`config.mk`:
```
export PLATFORM = sky130hd
export DESIGN_NAME = positional_list_engine_unit
export DESIGN_NICKNAME = d
export VERILOG_FILES = /design/src/sv/ple_pkg.sv /design/src/sv/ple_ram.sv /design/src/sv/positional_list_engine_unit.sv
export SDC_FILE = /design/constraint.sdc
export NUM_CORES = 1
export LEC_CHECK = 0
export ABC_AREA = 0
export BUFFER_PORTS_ARGS = -buffer_cell sky130_fd_sc_hd__buf_4
export CORE_ASPECT_RATIO = 2
export CORE_MARGIN = 4
export CORE_UTILIZATION = 46
export CTS_BUF_LIST = sky130_fd_sc_hd__clkbuf_8
export DETAILED_ROUTE_END_ITERATION = 10
export PLACE_DENSITY = 0.71
export SYNTH_ARGS = -nofsm -noshare
export SYNTH_HDL_FRONTEND = slang
export SYNTH_SLANG_ARGS = --single-unit
```
`constraint.sdc`:
```
create_clock -name clk -period 6.9 [get_ports clk]
set_input_delay 1.38 -clock clk [delete_from_list [all_inputs] [get_ports clk]]
set_output_delay 1.38 -clock clk [all_outputs]
set_load 0.005 [all_outputs]
```
`src/sv/ple_pkg.sv`:
```
// Package for the positional list engine: sizes, request codes and sequencer states.
package ple_pkg;

    localparam int CAPACITY = 16;
    localparam int ADDR_W   = (CAPACITY > 1) ? $clog2(CAPACITY) : 1;
    localparam int CNT_W    = $clog2(CAPACITY + 1);
    localparam int POS_W    = 5;
    localparam int WORD_W   = 32;
    localparam int CMP_W    = ((CNT_W > POS_W) ? CNT_W : POS_W) + 2;

    typedef enum logic [1:0] {
        OP_INSERT  = 2'd0,
        OP_EXTRACT = 2'd1,
        OP_SWAP    = 2'd2,
        OP_SEARCH  = 2'd3
    } ple_op_t;

    typedef enum logic [3:0] {
        ST_IDLE,
        ST_INS_RD,
        ST_INS_WR,
        ST_INS_WRITE,
        ST_EXT_RD,
        ST_EXT_CAP,
        ST_EXT_WR,
        ST_SWP_RD1,
        ST_SWP_RD2,
        ST_SWP_WR1,
        ST_SWP_WR2,
        ST_SCAN_START,
        ST_SCAN,
        ST_DONE
    } ple_state_t;

endpackage

```
`src/sv/ple_ram.sv`:
```
// Generic single-clock RAM with one write port and one registered read port.
module ple_ram #(
    parameter int WIDTH = 32,
    parameter int DEPTH = 16
) (
    input  logic                             clk,
    input  logic                             wr_en,
    input  logic [$clog2(DEPTH > 1 ? DEPTH : 2)-1:0] wr_addr,
    input  logic [WIDTH-1:0]                 wr_data,
    input  logic [$clog2(DEPTH > 1 ? DEPTH : 2)-1:0] rd_addr,
    output logic [WIDTH-1:0]                 rd_data
);

    logic [WIDTH-1:0] mem [DEPTH];

    always_ff @(posedge clk)
    begin
        if (wr_en)
        begin
            mem[wr_addr] <= wr_data;
        end
        rd_data <= mem[rd_addr];
    end

endmodule

```
`src/sv/positional_list_engine_unit.sv`:
```
// Top level of the positional list engine: request sequencer, list memory and result register.
//
// The block keeps an ordered list of up to CAPACITY signed 32-bit entries in a small RAM.
// A request word (req_type, position, second_position, word) is taken when req_valid is
// high and req_stall is low. The request kinds are insert at a 1-based position, extract
// the entry at a position, swap two positions, and search for a value. Each request gives
// exactly one result word on the res channel: the outcome flag, the extracted entry, the
// search hit, and a summary of the list after the request (count, largest entry, position
// of the first largest entry, and whether the list is non-decreasing).
//
// One request is handled at a time; req_stall is high while the sequencer is busy. Work
// is set by the single RAM read port, one entry per cycle: an insert into n entries moves
// up to n of them, an extract moves up to n-1, a swap reads both entries and writes them
// back, and every request ends with a summary pass over the entries left, then loads the
// result register.
//
// The result register parts the two sides: a new request is taken while the previous
// result still waits under res_stall, but its own result waits in the final step until
// the register is free. Reset empties the list and clears the result valid flag.
module positional_list_engine_unit (
    input  logic               clk,
    input  logic               rst_n,
    input  logic               req_valid,
    output logic               req_stall,
    input  logic [1:0]         req_type,
    input  logic [4:0]         position,
    input  logic [4:0]         second_position,
    input  logic signed [31:0] word,
    output logic               res_valid,
    input  logic               res_stall,
    output logic               op_ok,
    output logic signed [31:0] extracted_word,
    output logic               found,
    output logic [4:0]         entry_count,
    output logic signed [31:0] max_word,
    output logic [4:0]         max_position,
    output logic               is_sorted
);

    import ple_pkg::*;

    // Sequencer state and captured request.
    ple_state_t               state_reg, state_next;
    ple_op_t                  op_reg, op_next;
    logic [ADDR_W-1:0]        p1_reg, p1_next;
    logic [ADDR_W-1:0]        p2_reg, p2_next;
    logic signed [WORD_W-1:0] word_reg, word_next;
    logic [ADDR_W-1:0]        idx_reg, idx_next;
    logic [CNT_W-1:0]         count_reg, count_next;

    // Result being built.
    logic                     ok_reg, ok_next;
    logic signed [WORD_W-1:0] extr_reg, extr_next;
    logic                     found_reg, found_next;
    logic signed [WORD_W-1:0] max_reg, max_next;
    logic [CNT_W-1:0]         maxp_reg, maxp_next;
    logic                     sorted_reg, sorted_next;
    logic signed [WORD_W-1:0] prev_reg, prev_next;
    logic [WORD_W-1:0]        tmp_reg, tmp_next;

    // Result register toward the receiver.
    logic                     res_valid_reg, res_valid_next;
    logic                     out_ok_reg, out_ok_next;
    logic signed [WORD_W-1:0] out_extr_reg, out_extr_next;
    logic                     out_found_reg, out_found_next;
    logic [CNT_W-1:0]         out_count_reg, out_count_next;
    logic signed [WORD_W-1:0] out_max_reg, out_max_next;
    logic [CNT_W-1:0]         out_maxp_reg, out_maxp_next;
    logic                     out_sorted_reg, out_sorted_next;

    // List memory port.
    logic                     wr_en;
    logic [ADDR_W-1:0]        wr_addr;
    logic [WORD_W-1:0]        wr_data;
    logic [ADDR_W-1:0]        rd_addr;
    logic [WORD_W-1:0]        rd_data;
    logic signed [WORD_W-1:0] rd_word;

    // Range checks on the request.
    logic [CMP_W-1:0]         pos_ext;
    logic [CMP_W-1:0]         sec_ext;
    logic [CMP_W-1:0]         cnt_ext;
    logic [CMP_W-1:0]         idx_ext;
    logic                     ins_ok;
    logic                     ext_ok;
    logic                     swp_ok;
    logic                     req_take;

    ple_ram #(
        .WIDTH (WORD_W),
        .DEPTH (CAPACITY)
    ) u_list_ram (
        .clk     (clk),
        .wr_en   (wr_en),
        .wr_addr (wr_addr),
        .wr_data (wr_data),
        .rd_addr (rd_addr),
        .rd_data (rd_data)
    );

    assign rd_word = $signed(rd_data);
    assign pos_ext = CMP_W'(position);
    assign sec_ext = CMP_W'(second_position);
    assign cnt_ext = CMP_W'(count_reg);
    assign idx_ext = CMP_W'(idx_reg);

    assign ins_ok = (pos_ext != '0) && (pos_ext <= cnt_ext + 1'b1)
                    && (cnt_ext < CMP_W'(CAPACITY));
    assign ext_ok = (pos_ext != '0) && (pos_ext <= cnt_ext);
    assign swp_ok = ext_ok && (sec_ext != '0) && (sec_ext <= cnt_ext);

    assign req_stall = (state_reg != ST_IDLE);
    assign req_take  = req_valid && !req_stall;

    always_ff @(posedge clk or negedge rst_n)
    begin
        if (!rst_n)
        begin
            state_reg     <= ST_IDLE;
            count_reg     <= '0;
            res_valid_reg <= 1'b0;
        end
        else
        begin
            state_reg     <= state_next;
            count_reg     <= count_next;
            res_valid_reg <= res_valid_next;
        end
    end

    always_ff @(posedge clk)
    begin
        op_reg         <= op_next;
        p1_reg         <= p1_next;
        p2_reg         <= p2_next;
        word_reg       <= word_next;
        idx_reg        <= idx_next;
        ok_reg         <= ok_next;
        extr_reg       <= extr_next;
        found_reg      <= found_next;
        max_reg        <= max_next;
        maxp_reg       <= maxp_next;
        sorted_reg     <= sorted_next;
        prev_reg       <= prev_next;
        tmp_reg        <= tmp_next;
        out_ok_reg     <= out_ok_next;
        out_extr_reg   <= out_extr_next;
        out_found_reg  <= out_found_next;
        out_count_reg  <= out_count_next;
        out_max_reg    <= out_max_next;
        out_maxp_reg   <= out_maxp_next;
        out_sorted_reg <= out_sorted_next;
    end

    always_comb
    begin
        state_next      = state_reg;
        op_next         = op_reg;
        p1_next         = p1_reg;
        p2_next         = p2_reg;
        word_next       = word_reg;
        idx_next        = idx_reg;
        count_next      = count_reg;
        ok_next         = ok_reg;
        extr_next       = extr_reg;
        found_next      = found_reg;
        max_next        = max_reg;
        maxp_next       = maxp_reg;
        sorted_next     = sorted_reg;
        prev_next       = prev_reg;
        tmp_next        = tmp_reg;
        out_ok_next     = out_ok_reg;
        out_extr_next   = out_extr_reg;
        out_found_next  = out_found_reg;
        out_count_next  = out_count_reg;
        out_max_next    = out_max_reg;
        out_maxp_next   = out_maxp_reg;
        out_sorted_next = out_sorted_reg;
        wr_en           = 1'b0;
        wr_addr         = idx_reg;
        wr_data         = rd_data;
        rd_addr         = idx_reg;

        // The receiver takes the waiting result.
        res_valid_next = res_valid_reg && res_stall;

        unique case (state_reg)
            ST_IDLE:
            begin
                if (req_take)
                begin
                    op_next    = ple_op_t'(req_type);
                    p1_next    = ADDR_W'(pos_ext - 1'b1);
                    p2_next    = ADDR_W'(sec_ext - 1'b1);
                    word_next  = word;
                    extr_next  = '0;
                    found_next = 1'b0;
                    ok_next    = 1'b0;
                    state_next = ST_SCAN_START;
                    unique case (ple_op_t'(req_type))
                        OP_INSERT:
                        begin
                            if (ins_ok)
                            begin
                                ok_next = 1'b1;
                                if (pos_ext == cnt_ext + 1'b1)
                                begin
                                    // Append at the end: nothing to move.
                                    state_next = ST_INS_WRITE;
                                end
                                else
                                begin
                                    idx_next   = ADDR_W'(cnt_ext - 1'b1);
                                    state_next = ST_INS_RD;
                                end
                            end
                        end
                        OP_EXTRACT:
                        begin
                            if (ext_ok)
                            begin
                                ok_next    = 1'b1;
                                state_next = ST_EXT_RD;
                            end
                        end
                        OP_SWAP:
                        begin
                            if (swp_ok)
                            begin
                                ok_next    = 1'b1;
                                state_next = ST_SWP_RD1;
                            end
                        end
                        OP_SEARCH:
                        begin
                            ok_next = 1'b1;
                        end
                        default:
                        begin
                            ok_next = 1'b0;
                        end
                    endcase
                end
            end
            ST_INS_RD:
            begin
                rd_addr    = idx_reg;
                state_next = ST_INS_WR;
            end
            ST_INS_WR:
            begin
                // Move entry idx up by one while the next lower entry is read.
                wr_en   = 1'b1;
                wr_addr = ADDR_W'(idx_ext + 1'b1);
                wr_data = rd_data;
                if (idx_reg == p1_reg)
                begin
                    state_next = ST_INS_WRITE;
                end
                else
                begin
                    rd_addr  = idx_reg - 1'b1;
                    idx_next = idx_reg - 1'b1;
                end
            end
            ST_INS_WRITE:
            begin
                wr_en      = 1'b1;
                wr_addr    = p1_reg;
                wr_data    = word_reg;
                count_next = count_reg + 1'b1;
                state_next = ST_SCAN_START;
            end
            ST_EXT_RD:
            begin
                rd_addr    = p1_reg;
                idx_next   = p1_reg;
                state_next = ST_EXT_CAP;
            end
            ST_EXT_CAP:
            begin
                extr_next  = rd_word;
                count_next = count_reg - 1'b1;
                if (idx_ext + 1'b1 < cnt_ext)
                begin
                    rd_addr    = ADDR_W'(idx_ext + 1'b1);
                    state_next = ST_EXT_WR;
                end
                else
                begin
                    state_next = ST_SCAN_START;
                end
            end
            ST_EXT_WR:
            begin
                // The count is already one less here, so the bound uses the new count.
                wr_en    = 1'b1;
                wr_addr  = idx_reg;
                wr_data  = rd_data;
                idx_next = ADDR_W'(idx_ext + 1'b1);
                if (idx_ext + 1'b1 < cnt_ext)
                begin
                    rd_addr = ADDR_W'(idx_ext + 2'd2);
                end
                else
                begin
                    state_next = ST_SCAN_START;
                end
            end
            ST_SWP_RD1:
            begin
                rd_addr    = p1_reg;
                state_next = ST_SWP_RD2;
            end
            ST_SWP_RD2:
            begin
                rd_addr    = p2_reg;
                tmp_next   = rd_data;
                state_next = ST_SWP_WR1;
            end
            ST_SWP_WR1:
            begin
                wr_en      = 1'b1;
                wr_addr    = p1_reg;
                wr_data    = rd_data;
                state_next = ST_SWP_WR2;
            end
            ST_SWP_WR2:
            begin
                wr_en      = 1'b1;
                wr_addr    = p2_reg;
                wr_data    = tmp_reg;
                state_next = ST_SCAN_START;
            end
            ST_SCAN_START:
            begin
                idx_next    = '0;
                max_next    = '0;
                maxp_next   = '0;
                sorted_next = 1'b1;
                if (count_reg == '0)
                begin
                    state_next = ST_DONE;
                end
                else
                begin
                    rd_addr    = '0;
                    state_next = ST_SCAN;
                end
            end
            ST_SCAN:
            begin
                if ((op_reg == OP_SEARCH) && (rd_word == word_reg))
                begin
                    found_next = 1'b1;
                end
                if (idx_reg == '0)
                begin
                    max_next  = rd_word;
                    maxp_next = CNT_W'(1);
                end
                else
                begin
                    if (rd_word > max_reg)
                    begin
                        max_next  = rd_word;
                        maxp_next = CNT_W'(idx_ext + 1'b1);
                    end
                    if (rd_word < prev_reg)
                    begin
                        sorted_next = 1'b0;
                    end
                end
                prev_next = rd_word;
                if (idx_ext + 1'b1 < cnt_ext)
                begin
                    rd_addr  = ADDR_W'(idx_ext + 1'b1);
                    idx_next = ADDR_W'(idx_ext + 1'b1);
                end
                else
                begin
                    state_next = ST_DONE;
                end
            end
            ST_DONE:
            begin
                if (!res_valid_reg || !res_stall)
                begin
                    res_valid_next  = 1'b1;
                    out_ok_next     = ok_reg;
                    out_extr_next   = extr_reg;
                    out_found_next  = found_reg;
                    out_count_next  = count_reg;
                    out_max_next    = max_reg;
                    out_maxp_next   = maxp_reg;
                    out_sorted_next = sorted_reg;
                    state_next      = ST_IDLE;
                end
            end
            default:
            begin
                state_next = ST_IDLE;
            end
        endcase
    end

    assign res_valid      = res_valid_reg;
    assign op_ok          = out_ok_reg;
    assign extracted_word = out_extr_reg;
    assign found          = out_found_reg;
    assign entry_count    = 5'(out_count_reg);
    assign max_word       = out_max_reg;
    assign max_position   = 5'(out_maxp_reg);
    assign is_sorted      = out_sorted_reg;

    // The list never holds more entries than it has room for.
    assert property (@(posedge clk) disable iff (!rst_n)
        count_reg <= CNT_W'(CAPACITY))
        else $error("list count exceeds capacity");

    // A new result appears only from the final step of a request.
    assert property (@(posedge clk) disable iff (!rst_n)
        $rose(res_valid_reg) |-> $past(state_reg == ST_DONE))
        else $error("result raised outside the final step");

    // Placing the new entry of an insert grows the list by exactly one.
    assert property (@(posedge clk) disable iff (!rst_n)
        (state_reg == ST_INS_WRITE) |=> (count_reg == $past(count_reg) + 1'b1))
        else $error("insert did not grow the list by one");

    // A waiting result is not overwritten while the receiver stalls.
    assert property (@(posedge clk) disable iff (!rst_n)
        (res_valid_reg && res_stall) |=> (res_valid_reg && $stable(out_extr_reg)
                                          && $stable(out_count_reg)))
        else $error("stalled result changed");

endmodule

```
# [Yosys cells after proc, flatten, opt, wreduce, memory -nomap -nowiden]
# Memories as Yosys holds them, arrays and structs flattened. A register that Yosys moved wholly into a read port is not among the register bits.
# Index checks and enable logic that the tools add are counted.
# W data, S select, Z words.
[word_totals] input_bits=48 ramBits=512 n_memories=1 ff_bits=269
[mem_list] name="u_list_ram.mem" depth=16 width=32 rd=1 rd_ports_with_merged_regs=1 wr=1 line_no="ple_ram.sv:14" text="logic [WIDTH-1:0] mem [DEPTH];"
[classes] n_eq_ne=32 n_lt_le_gt_ge=7 n_mux=49 reduce_logical=37 addsub=9
[op_table] op="$pmux W32 S2" count=3
[op_table] op="$mux W32" count=3
[op_table] op="$mux W4" count=17
[op_table] op="$pmux W4 S13" count=1
[op_table] op="$pmux W4 S6" count=2
[op_table] op="$eq A32 B32 Y1" count=1
[op_table] op="$gt A32 B32 Y1" count=1
[op_table] op="$lt A32 B32 Y1" count=1
[op_table] op="$eq A4 B4 Y1 const B" count=6
[op_table] op="$pmux W4 S3" count=2
[op_table] op="$ne A2 B2 Y1 const B" count=10
[op_table] op="$pmux W5 S2" count=2
[op_table] op="$eq A4 B3 Y1 const B" count=4
[op_table] op="$sub A4 B1 Y4 const B" count=4
[op_table] op="$reduce_bool A7 Y1" count=2
[op_table] op="$mux W1" count=13
[op_table] op="$le A5 B5 Y1" count=2
[op_table] op="$mux W5" count=2
[op_table] op="$reduce_and A5 Y1" count=2
[op_table] op="$eq A4 B2 Y1 const B" count=2
[op_table] op="$logic_and A1 B1 Y1" count=8
[op_table] op="$logic_not A4 Y1" count=2
[op_table] op="$reduce_and A2 Y1" count=4
[op_table] op="$reduce_bool A2 Y1" count=4
[op_table] op="27 further kinds" count=36

# [Depth between registers and ports, before layout]
[depth] ltp_word=8 mapped_depth=15 depth_no_buf=12

# [Hierarchy]
# Synthesis repeated with hierarchy kept, for this count alone.
[unflattened] hier_cells=1890 hier_area_um2=33071.7
[modules_own_cells] module="ple_ram" n_inst=1 cells_per_inst=838 area_each_um2=19836.5
[modules_own_cells] module="positional_list_engine_unit" n_inst=1 cells_per_inst=1052 area_each_um2=13235.2

# [Worst setup path after synthesis]
# No wires, ideal clock.
[synth_timing] path_type="input-to-reg" from="input res_stall" to="register out_count_reg[0], in the netlist entry_count[0], enable pin" path_stages=1 t_arrival_ns=5.131 n_path_buf=0 required_ns=6.363 setup_slack_ns=1.232 path_cell_list="a21oi_1"
[synth_between] elab_chain_cells=3
[synth_lines] element="from (decl)" line_no="positional_list_engine_unit.sv:30" text="input logic res_stall,"
[synth_lines] element="$logic_not A1 Y1" line_no="positional_list_engine_unit.sv:387" text="if (!res_valid_reg || !res_stall)"
[synth_lines] element="$logic_or A1 B1 Y1" line_no="positional_list_engine_unit.sv:387"
[synth_lines] element="$reduce_and A2 Y1 (no line)"
[synth_lines] element="to (signal assigned)" line_no="positional_list_engine_unit.sv:149" text="out_count_reg <= out_count_next;"
[synth_lines] element="to (decl)" line_no="positional_list_engine_unit.sv:66" text="logic [CNT_W-1:0] out_count_reg, out_count_next;"
# Every way passes these cells.
# A chain may end at the register's enable or synchronous reset.

# [Final worst setup path]
[layout_timing] from="register idx_reg[0]" to="register u_list_ram.rd_data[3], read port of u_list_ram.mem"
[layout_between] elab_chain_cells=4 word_cells_on_any_way=10 cone_classes="add/sub (3); order compare (1); eq/ne (1); mux (5)"
[layout_lines] element="from (decl)" line_no="positional_list_engine_unit.sv:48" text="logic [ADDR_W-1:0] idx_reg, idx_next;"
[layout_lines] element="from (signal assigned)" line_no="positional_list_engine_unit.sv:137" text="idx_reg <= idx_next;"
[layout_lines] element="$add A4 B1 Y5" line_no="positional_list_engine_unit.sv:286, positional_list_engine_unit.sv:377"
[layout_lines] element="$lt A5 B5 Y1" line_no="positional_list_engine_unit.sv:284, positional_list_engine_unit.sv:301, positional_list_engine_unit.sv:375"
[layout_lines] element="$mux W4, on equally long branches" line_no="positional_list_engine_unit.sv:284, positional_list_engine_unit.sv:375, positional_list_engine_unit.sv:301"
[layout_lines] element="$pmux W4 S6 *" line_no="positional_list_engine_unit.sv:187" text="unique case (state_reg)"
[layout_lines] element="to (decl)" line_no="ple_ram.sv:11" text="output logic [WIDTH-1:0] rd_data"
# Mark *: on every way between the ends. The rest lies on a longest branch, timed or not.

==> report_table.html <==
<table>
<tr><th>Metric</th><th>Value</th></tr>
<tr><th colspan="2">Timing</th></tr>
<tr><td>Worst clock skew on the final layout</td><td>0.05530 ns</td></tr>
<tr><td>RSZ-0062 raised after global routing</td><td>false</td></tr>
<tr><td>Final worst path period share</td><td>77.10%</td></tr>
<tr><td>Time the final worst path needs with I/O delays and setup</td><td>5.320 ns</td></tr>
<tr><td>Hold violation total from the final report</td><td>0</td></tr>
<tr><td>Slew at the pin with the worst max-slew slack</td><td>1.327 ns</td></tr>
<tr><td>Hold slack</td><td>0.4035 ns</td></tr>
<tr><td>Post-Route Setup TNS</td><td>0 ns</td></tr>
<tr><td>Achievable clock frequency</td><td>roughly 0.19 GHz</td></tr>
<tr><td>Total setup violations reported at the end of the flow</td><td>0</td></tr>
<tr><td>Pins Over Slew Limit</td><td>0</td></tr>
<tr><td>Slew HR</td><td>between 10% and 20%</td></tr>
<tr><th colspan="2">GRT</th></tr>
<tr><td>GRT Resource Usage Total</td><td>20.82%</td></tr>
<tr><td>Vias in the first global route</td><td>18989</td></tr>
<tr><td>First-pass GRT wire length</td><td>119.2 mm</td></tr>
<tr><td>Number of antenna violations at the first check in global routing</td><td>3</td></tr>
<tr><td>Total global routing overflow</td><td>0</td></tr>
<tr><td>Maximum number of pins on one net before global-route repair</td><td>73</td></tr>
<tr><th colspan="2">Setup path</th></tr>
<tr><td>Arrival time of the worst setup path</td><td>5.91 ns</td></tr>
<tr><td>End point of the critical path</td><td>u_list_ram.rd_data[3]$_DFF_P_</td></tr>
<tr><td>Critical R2R Launch</td><td>idx_reg[0]$_DFFE_PP_</td></tr>
<tr><td>Crit path kind</td><td>reg2reg</td></tr>
<tr><td>Kind of capture point of the worst setup path</td><td>flip-flop</td></tr>
<tr><td>R2r setup slk</td><td>approximately 1.6 ns</td></tr>
<tr><td>First element of the critical path</td><td>idx_reg[0]$_DFFE_PP_</td></tr>
<tr><td>Startpoint Class</td><td>flip-flop</td></tr>
<tr><td>Worst Path Buf+Inv</td><td>1</td></tr>
<tr><td>Logic depth of the worst setup path including buffers</td><td>12</td></tr>
<tr><td>Largest delay share family, worst path</td><td>compound AO/OA/AOI/OAI gates</td></tr>
<tr><td>Worst path cell trace</td><td>ha_1, xor2_1, ha_1, a21o_1, a31oi_1, o21a_1, o21ai_0, a221oi_4, buf_4, mux4_2, a22o_1, a221o_1</td></tr>
<tr><td>Reg2Reg Depth</td><td>12</td></tr>
<tr><td>Slowest cell on the critical path</td><td>a221oi_4</td></tr>
<tr><td>CP Max Fanout</td><td>18</td></tr>
<tr><td>Crit-path max cell delay</td><td>roughly 1.1 ns</td></tr>
<tr><td>Req. time, crit path</td><td>7.49 ns</td></tr>
<tr><td>Worst reg2reg endpoint</td><td>u_list_ram.rd_data[3]$_DFF_P_</td></tr>
<tr><td>Most common cell on crit path</td><td>ha_1</td></tr>
<tr><th colspan="2">Placement</th></tr>
<tr><td>Final weighted congestion of routability-driven global placement</td><td>0.8771</td></tr>
<tr><td>Post-DP HPWL</td><td>50.27 mm</td></tr>
<tr><td>Buffers added on ports</td><td>126</td></tr>
<tr><th colspan="2">Power and ir drop</th></tr>
<tr><td>P_int</td><td>around 13 mW</td></tr>
<tr><td>Part of the power in combinational logic</td><td>between 40 and 50%</td></tr>
<tr><td>Pwr per Cell Area</td><td>524.2 nW/um^2</td></tr>
<tr><td>Largest voltage drop on the vdd net</td><td>0.0004995 V</td></tr>
<tr><td>Psw</td><td>7.240 mW</td></tr>
<tr><td>Proportion of power drawn by flip-flops and latches</td><td>40.5%</td></tr>
<tr><td>Clock network fraction of total power</td><td>18.8%</td></tr>
<tr><td>Sw frac</td><td>36.44%</td></tr>
<tr><td>Leakage dissipation</td><td>~14 nW</td></tr>
<tr><th colspan="2">CTS</th></tr>
<tr><td>Post-cts hold buffer count</td><td>0</td></tr>
<tr><td>Number of resized instances in the post-cts repair step</td><td>0</td></tr>
<tr><td>CTS tree</td><td>done</td></tr>
<tr><td>Clock latency of the later-clocked register in the worst-skew pair</td><td>0.75 ns</td></tr>
<tr><td>Maximum count of clock buffers along a single path</td><td>3</td></tr>
<tr><td>CTS buffer count</td><td>102</td></tr>
<tr><td>Setup Buffers After CTS</td><td>0</td></tr>
<tr><td>Max H-tree Level</td><td>3</td></tr>
<tr><td>Clock-pin slew on the worst setup and hold paths</td><td>0.07 ns</td></tr>
<tr><td>Number of clock sinks</td><td>813</td></tr>
<tr><td>Master cell of the clock root buffer</td><td>clkbuf_8</td></tr>
<tr><th colspan="2">Run status</th></tr>
<tr><td>Run status</td><td>finished, final reports clean</td></tr>
<tr><th colspan="2">Synthesis</th></tr>
<tr><td>Warning count from the yosys run</td><td>0</td></tr>
<tr><td>Register bit total from synthesis</td><td>just over 800</td></tr>
<tr><td>Net count after synthesis</td><td>2034</td></tr>
<tr><td>Post-Syn Instances</td><td>~1900</td></tr>
<tr><td>Share of flip-flops with an asynchronous set or reset</td><td>1.230%</td></tr>
<tr><td>Number of flops mapped to enable cells by yosys</td><td>771</td></tr>
<tr><td>Distinct cell type count after synthesis</td><td>79</td></tr>
<tr><td>Top flip-flop cell by instance count after synthesis</td><td>edfxtp_1</td></tr>
<tr><td>Syn_area_per_cell</td><td>17.69 sq um</td></tr>
<tr><td>Seq/Total Area, Yosys</td><td>71.98%</td></tr>
<tr><td>Synth Cell Area</td><td>33400 sq um</td></tr>
<tr><th colspan="2">Route</th></tr>
<tr><td>Via density</td><td>5.960</td></tr>
<tr><td>TritonRoute pass-1 iters</td><td>5</td></tr>
<tr><td>Post-detailed-routing wire length</td><td>81.50 mm</td></tr>
<tr><td>Residual DRC</td><td>0</td></tr>
<tr><td>Vias post-DR</td><td>roughly 18000</td></tr>
<tr><td>Antenna viol nets, final</td><td>0</td></tr>
<tr><td>Number of DRC markers in iteration 0</td><td>approximately 1700</td></tr>
<tr><td>Detail-routed net length per standard cell</td><td>about 26 um</td></tr>
<tr><th colspan="2">Floorplan</th></tr>
<tr><td>Horizontal die dimension</td><td>~200 um</td></tr>
<tr><td>Effective utilization at floorplan</td><td>between 40% and 50%</td></tr>
<tr><td>Die ar.</td><td>77250 sq um</td></tr>
<tr><td>I/O pin count</td><td>127</td></tr>
<tr><td>Floorplan die height</td><td>389.1 um</td></tr>
<tr><td>Core area</td><td>a little over 70000 sq um</td></tr>
<tr><td>Core Rows</td><td>between 100 and 150</td></tr>
<tr><th colspan="2">Finish</th></tr>
<tr><td>Largest register FFs</td><td>512</td></tr>
<tr><td>Layout area overhead</td><td>13.48%</td></tr>
<tr><td>Layout cell share with drive strength beyond 1</td><td>between 20% and 30%</td></tr>
<tr><td>Total of fill cells in the finished design</td><td>5592</td></tr>
<tr><td>Fin nets</td><td>2232</td></tr>
<tr><td>Register containing the most flip-flops in the final layout</td><td>u_list_ram.mem</td></tr>
<tr><td>Final Core Density</td><td>52.77%</td></tr>
<tr><th colspan="2">Flow run</th></tr>
<tr><td>Max-cap violation count</td><td>0</td></tr>
<tr><th colspan="2">Min path</th></tr>
<tr><td>Path category of the worst min-delay check</td><td>reg2reg</td></tr>
</table>
worst min-delay path by stage:
stage,startpoint,endpoint,slack (ns),cells past startpoint
after floorplan,extr_reg[0]$_SDFFCE_PN0P_,extracted_word[0]$_DFFE_PP_,0.40,0
after global placement,extr_reg[12]$_SDFFCE_PN0P_,extracted_word[12]$_DFFE_PP_,0.40,0
after detailed placement,extr_reg[0]$_SDFFCE_PN0P_,extracted_word[0]$_DFFE_PP_,0.40,0
after CTS,rst_n,state_reg[2]$_DFFE_PN0P_,0.41,1
after global routing,extr_reg[7]$_SDFFCE_PN0P_,extracted_word[7]$_DFFE_PP_,0.41,0
final,extr_reg[7]$_SDFFCE_PN0P_,extracted_word[7]$_DFFE_PP_,0.40,0
cell type report:
cell class | instances | area (sq um) | area share, %
sequential | 813 | 24040 | 63.43
multi-input combinational | 899 | 8736 | 23.05
clock buffer | 109 | 1500 | 3.958
timing repair buffer | 178 | 1399 | 3.690
tap | 916 | 1146 | 3.024
clock inverter | 84 | 733.2 | 1.934
inverter | 92 | 345.3 | 0.9110
antenna | 1 | 2.502 | 0.006602
worst register-to-register path: cells and delay by family (launching register included):
family	cells	cell delay, ns
AO/OA/AOI/OAI	7	2.76
multiplexers	1	0.35
buffers and inverters	1	0.45
XOR/XNOR	1	0.28
flip-flops	1	0.70
adder cells (fa/ha/maj)	2	0.68
kinds of logic after synthesis:
family	after synthesis	synth area share, %
compound gates	272	6.027
xor+xnor	58	1.543
fa+ha+maj	98	3.693
buf+inv	176	2.540
flops	813	71.98
mux	130	9.028
simple gates	341	5.188
power groups by stage:
stage,clock [mW],sequential [mW],combinational [mW]
finish,3.73,8.04,8.10
global route,4.01,8.12,8.70
CTS,3.80,8.03,8.11
detailed placement,0,8.14,8.10
global placement,0,8.07,7.87
floorplan,0,7.83,5.75
synth_stat cells, drive strengths merged, types with 3 or more instances:
master | count | area (sq um)
mux4 | 128 | 2995
dfrtp | 10 | 250.2
buf | 33 | 302.8
nor2b | 13 | 81.33
a211oi | 9 | 67.56
clkbuf | 50 | 191.4
xor2 | 38 | 340.3
a21oi | 53 | 269.0
inv | 91 | 341.6
nor3 | 11 | 60.06
xnor2 | 20 | 175.2
edfxtp | 771 | 23150
a22o | 33 | 289.0
nand3 | 14 | 75.07
nand2 | 119 | 446.7
nand4 | 21 | 131.4
o31a | 3 | 26.28
or2 | 4 | 25.02
or3 | 6 | 37.54
dfxtp | 32 | 640.6
and2 | 34 | 212.7
o21ai | 33 | 165.2
ha | 97 | 1214
a21o | 24 | 180.2
o22ai | 3 | 18.77
a221o | 33 | 330.3
a31oi | 3 | 18.77
o31ai | 5 | 37.54
a22oi | 39 | 306.5
nand2b | 5 | 31.28
and3 | 37 | 231.5
nor2 | 53 | 201.5
o21a | 8 | 60.06
nor4 | 14 | 102.6
cell usage in the layout, fill, tap and decap left out, types with 17 or more instances in the layout:
master | netlist | final
o21ai_0 | 32 | 32
nand2_1 | 119 | 119
clkbuf_8 | 0 | 109
xor2_1 | 37 | 37
dfxtp_1 | 32 | 32
a22o_1 | 33 | 33
clkinv_1 | 1 | 17
a21oi_1 | 52 | 51
nand4_1 | 21 | 21
and2_1 | 34 | 34
inv_1 | 90 | 106
a22oi_1 | 38 | 38
mux4_2 | 98 | 98
edfxtp_1 | 771 | 771
and3_1 | 37 | 37
xnor2_1 | 20 | 20
a21o_1 | 24 | 24
a221o_1 | 33 | 33
nor2_4 | 0 | 17
mux4_1 | 30 | 30
buf_4 | 4 | 173
clkinv_2 | 0 | 23
nor2_1 | 52 | 34
ha_1 | 97 | 97
per-layer routing:
metal / track usage, % / part of all wire [%]
met1: 24.16 / 35
met2: 37.27 / 53
met3: 3.504 / 6.8
met4: 9.818 / 4.7
met5: 0 / 0.013
through the flow:
step	std cells	setup WS [ns]	total power, mW	cell area, sq um
global placement	2898	1.693	15.95	35670
finish	3092	1.580	19.87	37910
floorplan	1888	1.232	13.58	33400
global route	3092	1.330	20.82	37910
CTS	3091	1.620	19.94	37900
detailed placement	2898	1.595	16.23	35670
(Power assumes the default switching activity.)
